--- src/rtl/bfsa_pkg.sv ---
package bfsa_pkg;

    localparam int MAX_BLOCKS   = 64;
    localparam int IDX_W        = $clog2(MAX_BLOCKS);
    localparam int CNT_W        = $clog2(MAX_BLOCKS + 1);
    localparam int OFF_W        = 24;
    localparam int LEN_W        = 25;
    localparam int GROW_W       = LEN_W + 1;
    localparam logic [LEN_W-1:0] MAX_CAP = LEN_W'(16777216);
    localparam logic [LEN_W-1:0] MIN_CAP = LEN_W'(2);
    localparam logic [LEN_W-1:0] RST_CAP = LEN_W'(65536);

    localparam logic [1:0] ST_OK      = 2'd0;
    localparam logic [1:0] ST_FULL    = 2'd1;
    localparam logic [1:0] ST_LIMIT   = 2'd2;
    localparam logic [1:0] ST_UNKNOWN = 2'd3;

    localparam logic CMD_ALLOC   = 1'b0;
    localparam logic CMD_RELEASE = 1'b1;

    typedef struct packed {
        logic             cmd;
        logic [LEN_W-1:0] request_size;
        logic [OFF_W-1:0] release_offset;
    } t_in;

    typedef struct packed {
        logic [1:0]       status;
        logic [OFF_W-1:0] segment_offset;
        logic [LEN_W-1:0] segment_size;
        logic [LEN_W-1:0] total_capacity;
        logic [LEN_W-1:0] free_capacity;
    } t_out;

    typedef struct packed {
        logic [OFF_W-1:0] start;
        logic [LEN_W-1:0] len;
        logic             free;
    } t_seg;

    typedef enum logic [2:0] {
        ROW_NONE,
        ROW_WALL,
        ROW_WLEN,
        ROW_OPEN,
        ROW_CLOSE
    } t_op;

    typedef struct packed {
        t_op              op;
        logic [IDX_W-1:0] pos;
        t_seg             seg;
    } t_row;

    typedef struct packed {
        logic             found;
        logic [IDX_W-1:0] idx;
        logic [OFF_W-1:0] start;
        logic [LEN_W-1:0] len;
        logic             prev_free;
        logic [LEN_W-1:0] prev_len;
        logic             next_free;
        logic [LEN_W-1:0] next_len;
        logic             tail_free;
        logic [OFF_W-1:0] tail_start;
        logic [LEN_W-1:0] tail_len;
    } t_scan;

    typedef enum logic [3:0] {
        S_IDLE,
        S_SCAN,
        S_DECIDE,
        S_GROW,
        S_PLACE,
        S_SPLIT,
        S_MARK,
        S_REL1,
        S_REL2,
        S_REL3,
        S_OUT
    } t_state;

endpackage

--- src/rtl/bfsa_cell.sv ---
module bfsa_cell (
    input  logic                   i_clk,
    input  logic                   i_rst_n,
    input  logic [bfsa_pkg::IDX_W-1:0] i_idx,
    input  logic [bfsa_pkg::CNT_W-1:0] i_count,
    input  logic                   i_cmd,
    input  logic [bfsa_pkg::LEN_W-1:0] i_req,
    input  logic [bfsa_pkg::OFF_W-1:0] i_where,
    input  bfsa_pkg::t_row         i_row,
    input  bfsa_pkg::t_seg         i_left,
    input  bfsa_pkg::t_seg         i_right,
    input  bfsa_pkg::t_scan        i_carry,
    output bfsa_pkg::t_scan        o_carry,
    output bfsa_pkg::t_seg         o_seg
);
    import bfsa_pkg::*;

    t_seg             r_seg;
    t_scan            r_carry;
    t_scan            n_carry;
    logic [CNT_W-1:0] w_idx;
    logic             w_valid;
    logic             w_next_valid;

    assign w_idx        = CNT_W'(i_idx);
    assign w_valid      = w_idx < i_count;
    assign w_next_valid = (w_idx + CNT_W'(1)) < i_count;
    assign o_seg        = r_seg;
    assign o_carry      = r_carry;

    // Fold this entry into the running search result.
    always_comb begin
        n_carry = i_carry;
        if (w_valid && (w_idx + CNT_W'(1)) == i_count) begin
            n_carry.tail_free  = r_seg.free;
            n_carry.tail_start = r_seg.start;
            n_carry.tail_len   = r_seg.len;
        end
        if (i_cmd == CMD_ALLOC) begin
            if (w_valid && r_seg.free && r_seg.len >= i_req &&
                (!i_carry.found || r_seg.len < i_carry.len)) begin
                n_carry.found = 1'b1;
                n_carry.idx   = i_idx;
                n_carry.start = r_seg.start;
                n_carry.len   = r_seg.len;
            end
        end else begin
            if (w_valid && !r_seg.free && r_seg.start == i_where && !i_carry.found) begin
                n_carry.found     = 1'b1;
                n_carry.idx       = i_idx;
                n_carry.start     = r_seg.start;
                n_carry.len       = r_seg.len;
                n_carry.prev_free = (i_idx != '0) && i_left.free;
                n_carry.prev_len  = i_left.len;
                n_carry.next_free = w_next_valid && i_right.free;
                n_carry.next_len  = i_right.len;
            end
        end
    end

    always_ff @(posedge i_clk) begin
        r_carry <= n_carry;
    end

    always_ff @(posedge i_clk) begin
        if (!i_rst_n) begin
            r_seg <= '{start: '0, len: RST_CAP, free: 1'b1};
        end else begin
            unique case (i_row.op)
                ROW_WALL: begin
                    if (i_idx == i_row.pos) r_seg <= i_row.seg;
                end
                ROW_WLEN: begin
                    if (i_idx == i_row.pos) begin
                        r_seg.len  <= i_row.seg.len;
                        r_seg.free <= i_row.seg.free;
                    end
                end
                ROW_OPEN: begin
                    if (i_idx > i_row.pos) r_seg <= i_left;
                    else if (i_idx == i_row.pos) r_seg <= i_row.seg;
                end
                ROW_CLOSE: begin
                    if (i_idx >= i_row.pos) r_seg <= i_right;
                end
                default: begin
                end
            endcase
        end
    end

endmodule

--- config.mk ---
export PLATFORM = sky130hd
export DESIGN_NAME = bfsa_cell
export DESIGN_NICKNAME = d
export VERILOG_FILES = /design/src/rtl/bfsa_pkg.sv /design/src/rtl/bfsa_cell.sv
export SDC_FILE = /design/constraint.sdc
export NUM_CORES = 1
export LEC_CHECK = 0
export BUFFER_PORTS_ARGS = -buffer_cell sky130_fd_sc_hd__buf_4
export CORE_AREA = 4 4 225 227
export CTS_CLUSTER_SIZE = 24
export DETAILED_ROUTE_END_ITERATION = 8
export DIE_AREA = 0 0 229 231
export PLACE_DENSITY_LB_ADDON = 0.05
export SLEW_MARGIN = 20
export SYNTH_ARGS = -nofsm -noshare
export SYNTH_HDL_FRONTEND = slang
export SYNTH_SLANG_ARGS = --single-unit
export TNS_END_PERCENT = 20
--- constraint.sdc ---
create_clock -name i_clk -period 3.8 [get_ports i_clk]
set_input_delay 0.38 -clock i_clk [delete_from_list [all_inputs] [get_ports i_clk]]
set_output_delay 0.38 -clock i_clk [all_outputs]
set_load 0.02 [all_outputs]
==> summary.txt, run 1 <==
min Tclk post-route: 3.24 ns
Crit Path Max Fanout: 38
leading area contributor after synthesis: dfxtp_1
Bufs and invs on worst path: 1
clock tree buffer depth: 3
Worst-Skew Late Latency: 0.57 ns
most frequent cells in the layout: buf_4, dfxtp_1, mux2_2
Vias/cell: 4.72
number of flops mapped to enable cells by yosys: 0
Avg Cell Area, Syn: 9.63 µm²
Area contributors post-synth: dfxtp_1, mux2_2, ha_1
status: completed
wire per inst: 24.2 µm
worst hold margin: 0.0416 ns
cts repair resizes: 0
Crit path required time: 4.25 ns
Initial Utilization: 22.5%
yosys synthesis warning count: 0
largest net degree at the start of global routing: 67
die height: 231 µm
Design Area, Final: 0.0173 mm²
measured slew at the worst slew-check pin: 0.771 ns
cell at the slowest stage of the critical path: buf_4
syn_nets: 1591
Max Cap Viol: 0
clock sinks: 208
Peak Freq: 309 MHz
postcts setup bufs: 0
Slew Viols, Final: 0
CP Launch Type: flop
Synth cell types: 53
critical-path cell list: ha_1 -> nand4_1 -> nor4_1 -> nand2_1 -> o32ai_1 -> o211ai_1 -> o22ai_4 -> buf_4 -> mux2_2
residual DRC count: 0
vias in the first global route: 11800
final setup violation count: 0
Starting DRT DRC Count: 478
WP data arrival: 3.69 ns
cells after synthesis: 1139
Yosys top cell area share: 38.0%
power density cells: 367 mW/mm²
Hold Fails Final Rpt: 0
top_reg_cell synth: dfxtp_1
reg2reg setup slack: 0.56 ns
Die Wd: 229 µm
Final period util: 85.3%
post-synthesis sequential area ratio: 38.0%
Setup TNS: 0 ns
number of H-tree levels: 1
Inserted Clock Buffers: 28
HPWL after DPL: 45700 µm
Cell Area, Synth: 0.0110 mm²
critical path's top delay family: compound AO/OA/AOI/OAI gates
most common cell after layout, fill and taps aside: buf_4
die footprint: 0.0529 mm²
drt total wl: 57700 µm
unrepaired setup endpoints after global routing: no
area grow syn2layout: 57.5%
Global Route Usage Sum: 20.6%
CTS Root Cell: clkbuf_16
Setup CP Type: flop to flop
Max-Slew Margin vs Limit: 48.6%
FF+latch count, synth: 208
std cell rows: 81
worst clock skew: 0.0173 ns
kind of end point of the critical path: flop
Reg clk slew, reported paths: 0.06 ns
leakage: 0.00793 µW
Placed Area: 0.0163 mm²
core footprint: 0.0486 mm²
Routed Antenna Nets: 0
Post-synth ARST share: 0%
CP max stage delay: 0.50 ns
TritonCTS clock tree: done
DR pass1 iterations: 5
share of layout cells above drive strength 1: 47.9%
gr ovfl total: 0
gpl congestion: 0.817
port buffer count: 589
NumNets Final: 2193
HP Class: input port to flop
initial antenna violation count: 8
via count: 11300
first-pass GRT wire length: 82000 µm
# IOs: 590
peak supply drop: 0.242 mV
-- state kept, by name, indices dropped and copies added, names as in the netlist --
name     flops
o_seg       50
o_carry    158
-- area by class of cell --
| type | instances | area, µm² |
|---|---|---|
| repair buffers | 647 | 4930 |
| diodes | 6 | 15.0 |
| flip-flops and latches | 208 | 4160 |
| clock inverters | 8 | 65.1 |
| multi-input cells | 788 | 6260 |
| inverters | 68 | 255 |
| fillers | 5118 | 31400 |
| clock buffers | 42 | 815 |
| well taps | 622 | 778 |
-- cells by family after synthesis --
family                     after synthesis  share of synthesized area (%)
muxes                                  177                           17.9
buffers and inverters                  143                           5.40
AOI/OAI and AO/OA                      325                           19.7
xor gates and xnor gates                28                           2.24
adders and majority gates               70                           7.99
DFF                                    208                           38.0
and+or+nand+nor                        188                           8.77
-- what timing repair did --
item                                   CTS  global route
setup endpoints to repair                0             0
endpoints found under the hold margin    8             0
hold buffers                             8             0
-- where the power goes --
group,total [µW],leakage (µW),internal (µW),switching (µW)
combinational,1370,0.00575,681,689
sequential,2370,0.00174,2300,64.2
clock,2600,0.000438,1530,1070
total,6340,0.00793,4520,1820
-- Yosys cell counts, types with 17 or more instances --
cell type  number
mux2i_1        24
nand3_1        34
xnor2_1        27
ha_1           70
a221o_1        25
dfxtp_1       208
clkbuf_1       50
a21boi_0       22
nor2b_1        31
mux2_2        150
a21oi_1        61
nand2_1        60
o211ai_1       17
a22o_1         23
o22ai_1        24
inv_1          68
a31oi_1        26
o21ai_0        80
-- final timing paths --
check                                       startpoint                    end  depth (start not counted)
worst max-delay path            o_seg[22]$_SDFFE_PN0P_   o_carry[152]$_DFF_P_                          9
worst min-delay path                       i_carry[86]    o_carry[86]$_DFF_P_                          2
worst max register to register  o_seg[22]$_SDFFE_PN0P_   o_carry[152]$_DFF_P_                          9
worst min register to register   o_seg[1]$_SDFFE_PN0P_  o_seg[1]$_SDFFE_PN0P_                          2
-- metal layers --
layer	share of wire, %	global-route usage, %	vias up
li1	-	-	5408
met1	44	26.6	5428
met2	48	34.6	381
met3	6.0	5.21	59
met4	2.0	4.94	2
met5	0.028	0	-
-- through the flow --
stage               std cells  util (%)  total power (µW)  worst slack (ns)
finish                   2389      35.5              6340             0.560
global placement         2325      33.5              3780             0.396
CTS                      2383      35.5              6450             0.529
global route             2389      35.5              6640             0.344
detailed placement       2325      33.5              3790             0.399
floorplan                1139         -              3020              1.15
(Power assumes the default switching activity.)
==> run 2, diff against run 1 <==
- CELL_PAD_IN_SITES_DETAIL_PLACEMENT: default -> 1
- CELL_PAD_IN_SITES_GLOBAL_PLACEMENT: default -> 1
- CORE_AREA: 4 4 225 227 -> 4 4 230 232
- DIE_AREA: 0 0 229 231 -> 0 0 234 236
==> summary.txt, run 2 (synthesis gave the netlist of run 1 again) <==
status: completed
unrepaired setup endpoints after global routing: no
Crit Path Max Fanout: 29
Crit path required time: 4.26 ns
Initial Utilization: 21.5%
die footprint: 0.0552 mm²
number of H-tree levels: 1
CTS Root Cell: clkbuf_16
# IOs: 590
clock tree buffer depth: 3
Final Non-Filler Cells: 2536
Starting DRT DRC Count: 426
Max Cap Viol: 0
TritonCTS clock tree: done
hold path endpoint: o_carry[66]$_DFF_P_
residual DRC count: 0
gpl congestion: 0.804
std cell rows: 83
Worst-Skew Late Latency: 0.58 ns
flip-flop count of the largest register after layout: 158
CP Launch Type: flop
WP data arrival: 3.97 ns
first-pass GRT wire length: 85300 µm
worst clock skew: 0.0198 ns
peak supply drop: 0.297 mV
RR Endpoint: o_carry[58]$_DFF_P_
HPWL after DPL: 46600 µm
R2R depth: 8
Setup TNS: 0 ns
Peak Freq: 285 MHz
share of layout cells above drive strength 1: 45.1%
initial antenna violation count: 7
Die Wd: 234 µm
area grow syn2layout: 67.1%
Slew Viols, Final: 0
power density cells: 356 mW/mm²
vias in the first global route: 12500
gr ovfl total: 0
hold depth: 2
Vias/cell: 4.59
PnR worst setup slack: 0.295 ns
Setup CP Type: flop to flop
R2R Path Start: o_seg[29]$_SDFFE_PN0P_
setup slack at placement: 0.555 ns
Max-Slew Margin vs Limit: 54.6%
largest net degree at the start of global routing: 64
most common cell after layout, fill and taps aside: buf_4
Inserted Clock Buffers: 29
Reg clk slew, reported paths: 0.06 ns
clock sinks: 208
postcts setup bufs: 0
Global Route Usage Sum: 20.6%
min Tclk post-route: 3.50 ns
HP Class: input port to flop
DR pass1 iterations: 5
most frequent cells in the layout: buf_4, dfxtp_1, mux2_2
final setup violation count: 0
leakage: 0.00831 µW
placed cell count: 2371
reg2reg setup slack: 0.30 ns
wire per inst: 23.7 µm
NumNets Final: 2282
die height: 236 µm
min-delay src: i_carry[66]
Routed Antenna Nets: 0
Hold Fails Final Rpt: 0
core footprint: 0.0510 mm²
drt total wl: 60000 µm
port buffer count: 589
kind of end point of the critical path: flop
measured slew at the worst slew-check pin: 0.681 ns
via count: 11600
Final period util: 92.2%
-- run 2: worst max-delay path, cell delays in order, from the launching register on --
cell and delay [ns]:
dfxtp_1 0.64, xnor2_1 0.17, nand4_1 0.26, nor3_1 0.53
nand2_1 0.19, nor3_4 0.43, buf_12 0.27, mux2_2 0.35
dlygate4sd3_1 0.55
-- run 2: worst max path at each step --
stage | slack, ns | depth (start not counted) | to | from
after floorplan | 1.15 | 9 | o_carry[151]$_DFF_P_ | o_seg[25]$_SDFFE_PN0P_
after global placement | 0.63 | 9 | o_carry[151]$_DFF_P_ | o_seg[25]$_SDFFE_PN0P_
after detailed placement | 0.55 | 9 | o_carry[103]$_DFF_P_ | o_seg[25]$_SDFFE_PN0P_
after CTS | 0.26 | 8 | o_carry[58]$_DFF_P_ | o_seg[29]$_SDFFE_PN0P_
after global routing | 0.20 | 8 | o_carry[58]$_DFF_P_ | o_seg[29]$_SDFFE_PN0P_
final | 0.30 | 8 | o_carry[58]$_DFF_P_ | o_seg[29]$_SDFFE_PN0P_
-- run 2: layout make-up --
cell class | instances | area, µm²
fill | 5897 | 32700
multi-input combinational | 788 | 6260
timing repair buffer | 735 | 5860
sequential | 208 | 4160
clock buffer | 45 | 876
tap | 680 | 851
inverter | 68 | 255
clock inverter | 8 | 50.0
antenna | 4 | 10.0
-- run 2: where the power goes --
| group | internal, µW | switching (µW) | total (µW) | leakage, µW |
|---|---|---|---|---|
| sequential | 2300 | 72.8 | 2380 | 0.00174 |
| combinational | 746 | 706 | 1450 | 0.00612 |
| clock | 1570 | 1120 | 2690 | 0.000459 |
-- run 2: layer usage --
layer	up-vias	global-route usage, %	share of wire (%)
met1	5657	26.0	42
met5	-	0	0.055
met2	326	35.2	49
met3	64	5.19	6.5
li1	5578	-	-
met4	4	5.11	2.6
-- run 2: per-stage QoR --
step / total power (µW) / utilization [%] / instance area (µm²) / hold slack (ns)
2_1_floorplan: 3020 / - / 11000 / 0.489
3_3_place_gp: 3780 / 32.0 / 16300 / 0.530
3_5_place_dp: 3800 / 32.0 / 16300 / 0.556
4_1_cts: 6670 / 35.9 / 18300 / 0.000188
5_1_grt: 6860 / 35.9 / 18300 / 0.00607
6_report: 6520 / 35.9 / 18300 / 0.0446
-- run 2: timing repair --
| item | in CTS | in global routing |
|---|---|---|
| setup endpoints to repair | 0 | 0 |
| hold buffers | 108 | 0 |
| endpoints found under the hold margin | 107 | 0 |
| gates resized for setup | 0 | 0 |
==> run 3, diff against run 2 <==
- CORE_AREA: 4 4 230 232 -> 4 4 224 226
- DIE_AREA: 0 0 234 236 -> 0 0 228 230
- SLEW_MARGIN: 20 -> default
- clock period: 3.8 -> 3.2 ns (I/O delays scaled with it)
==> summary.txt, run 3 (synthesis gave the netlist of run 1 again) <==
WP data arrival: 3.49 ns
measured slew at the worst slew-check pin: 0.698 ns
largest net degree at the start of global routing: 68
Crit path required time: 3.63 ns
leakage: 0.00880 µW
Inserted Clock Buffers: 28
Max-Slew Margin vs Limit: 53.5%
clock tree buffer depth: 3
most frequent cells in the layout: buf_4, dfxtp_1, dlygate4sd3_1
area grow syn2layout: 75.5%
Hold Fails Final Rpt: 0
power density cells: 408 mW/mm²
Setup CP Type: flop to flop
TritonCTS clock tree: done
gpl congestion: 0.812
Slew Viols, Final: 0
first-pass GRT wire length: 88600 µm
std cell rows: 81
die height: 230 µm
worst clock skew: 0.0134 ns
HP Class: input port to flop
gr ovfl total: 0
drt total wl: 60600 µm
CP max stage delay: 0.66 ns
clock sinks: 208
critical-path cell list: xnor2_1 -> nand4_1 -> or4_1 -> nor3_4 -> buf_12 -> mux2_2 -> dlygate4sd3_1
share of layout cells above drive strength 1: 44.7%
CTS Root Cell: clkbuf_16
CP Launch Type: flop
peak supply drop: 0.370 mV
NumNets Final: 2378
flip-flop count of the largest register after layout: 158
Die Wd: 228 µm
Routed Antenna Nets: 0
initial antenna violation count: 12
Max Cap Viol: 0
DR pass1 iterations: 4
# IOs: 590
Setup TNS: 0 ns
wire per inst: 23.5 µm
Worst-Skew Late Latency: 0.55 ns
Peak Freq: 328 MHz
Final period util: 95.4%
number of H-tree levels: 1
end-of-flow core utilization: 39.8%
Bufs and invs on worst path: 2
unrepaired setup endpoints after global routing: no
final setup violation count: 0
vias in the first global route: 13300
Vias/cell: 4.68
Starting DRT DRC Count: 508
Reg clk slew, reported paths: 0.06 ns
HPWL after DPL: 47100 µm
status: completed
Global Route Usage Sum: 22.0%
port buffer count: 589
die footprint: 0.0524 mm²
min Tclk post-route: 3.05 ns
most common cell after layout, fill and taps aside: buf_4
cell at the slowest stage of the critical path: or4_1
critical path's top delay family: simple AND/OR/NAND/NOR gates
Crit Path Max Fanout: 40
Initial Utilization: 22.7%
via count: 12000
core footprint: 0.0483 mm²
kind of end point of the critical path: flop
residual DRC count: 0
-- run 3: cell type report --
cell class | count | area [µm²]
fill | 5537 | 29100
inverter | 68 | 255
clock inverter | 9 | 77.6
multi-input combinational | 788 | 6270
tap | 622 | 778
timing repair buffer | 832 | 6820
sequential | 208 | 4170
clock buffer | 41 | 861
antenna | 7 | 17.5
-- run 3: repair_timing --
action / 4_1_cts / 5_1_grt
setup endpoints to repair: 0 / 15
hold buffers: 176 / 0
resized for setup: 0 / 3
setup buffers: 0 / 0
endpoints found under the hold margin: 151 / 0
-- run 3: metal layers --
| metal | part of all wire (%) | track usage, % |
|---|---|---|
| met1 | 42 | 27.2 |
| met2 | 49 | 38.5 |
| met3 | 6.0 | 5.33 |
| met4 | 2.3 | 5.87 |
| met5 | 0.15 | 0 |
-- run 3: stage by stage --
step | power [µW] | cell area [µm²] | instances | hold WS (ns) | worst slack [ns]
finish | 7860 | 19200 | 2575 | 0.0285 | 0.147
global route | 8240 | 19200 | 2575 | 0.00188 | 0.0174
CTS | 7980 | 19200 | 2568 | 0.000538 | 0.00996
detailed placement | 4560 | 16500 | 2342 | 0.533 | 0.177
global placement | 4530 | 16500 | 2342 | 0.538 | 0.196
floorplan | 3590 | 11000 | 1139 | 0.429 | 0.549
-- run 3: worst paths after layout --
kind | start | end | slack [ns] | cells past startpoint
min reg2reg | o_seg[12]$_SDFFE_PN0P_ | o_seg[12]$_SDFFE_PN0P_ | 0.59 | 2
min | i_carry[71] | o_carry[71]$_DFF_P_ | 0.03 | 2
max reg2reg | o_seg[28]$_SDFFE_PN0P_ | o_carry[54]$_DFF_P_ | 0.15 | 7
max | o_seg[28]$_SDFFE_PN0P_ | o_carry[54]$_DFF_P_ | 0.15 | 7
-- run 3: report_power, final --
| part | internal [µW] | switching, µW |
|---|---|---|
| Combinational | 976 | 893 |
| Sequential | 2740 | 64.4 |
| Clock | 1930 | 1260 |
| Total | 5640 | 2220 |
-- run 3: worst register-to-register path: stages (launching register included) --
cell,delay [ns]
dfxtp_1,0.32
xnor2_1,0.31
nand4_1,0.14
or4_1,0.66
nor3_4,0.27
buf_12,0.28
mux2_2,0.40
dlygate4sd3_1,0.56
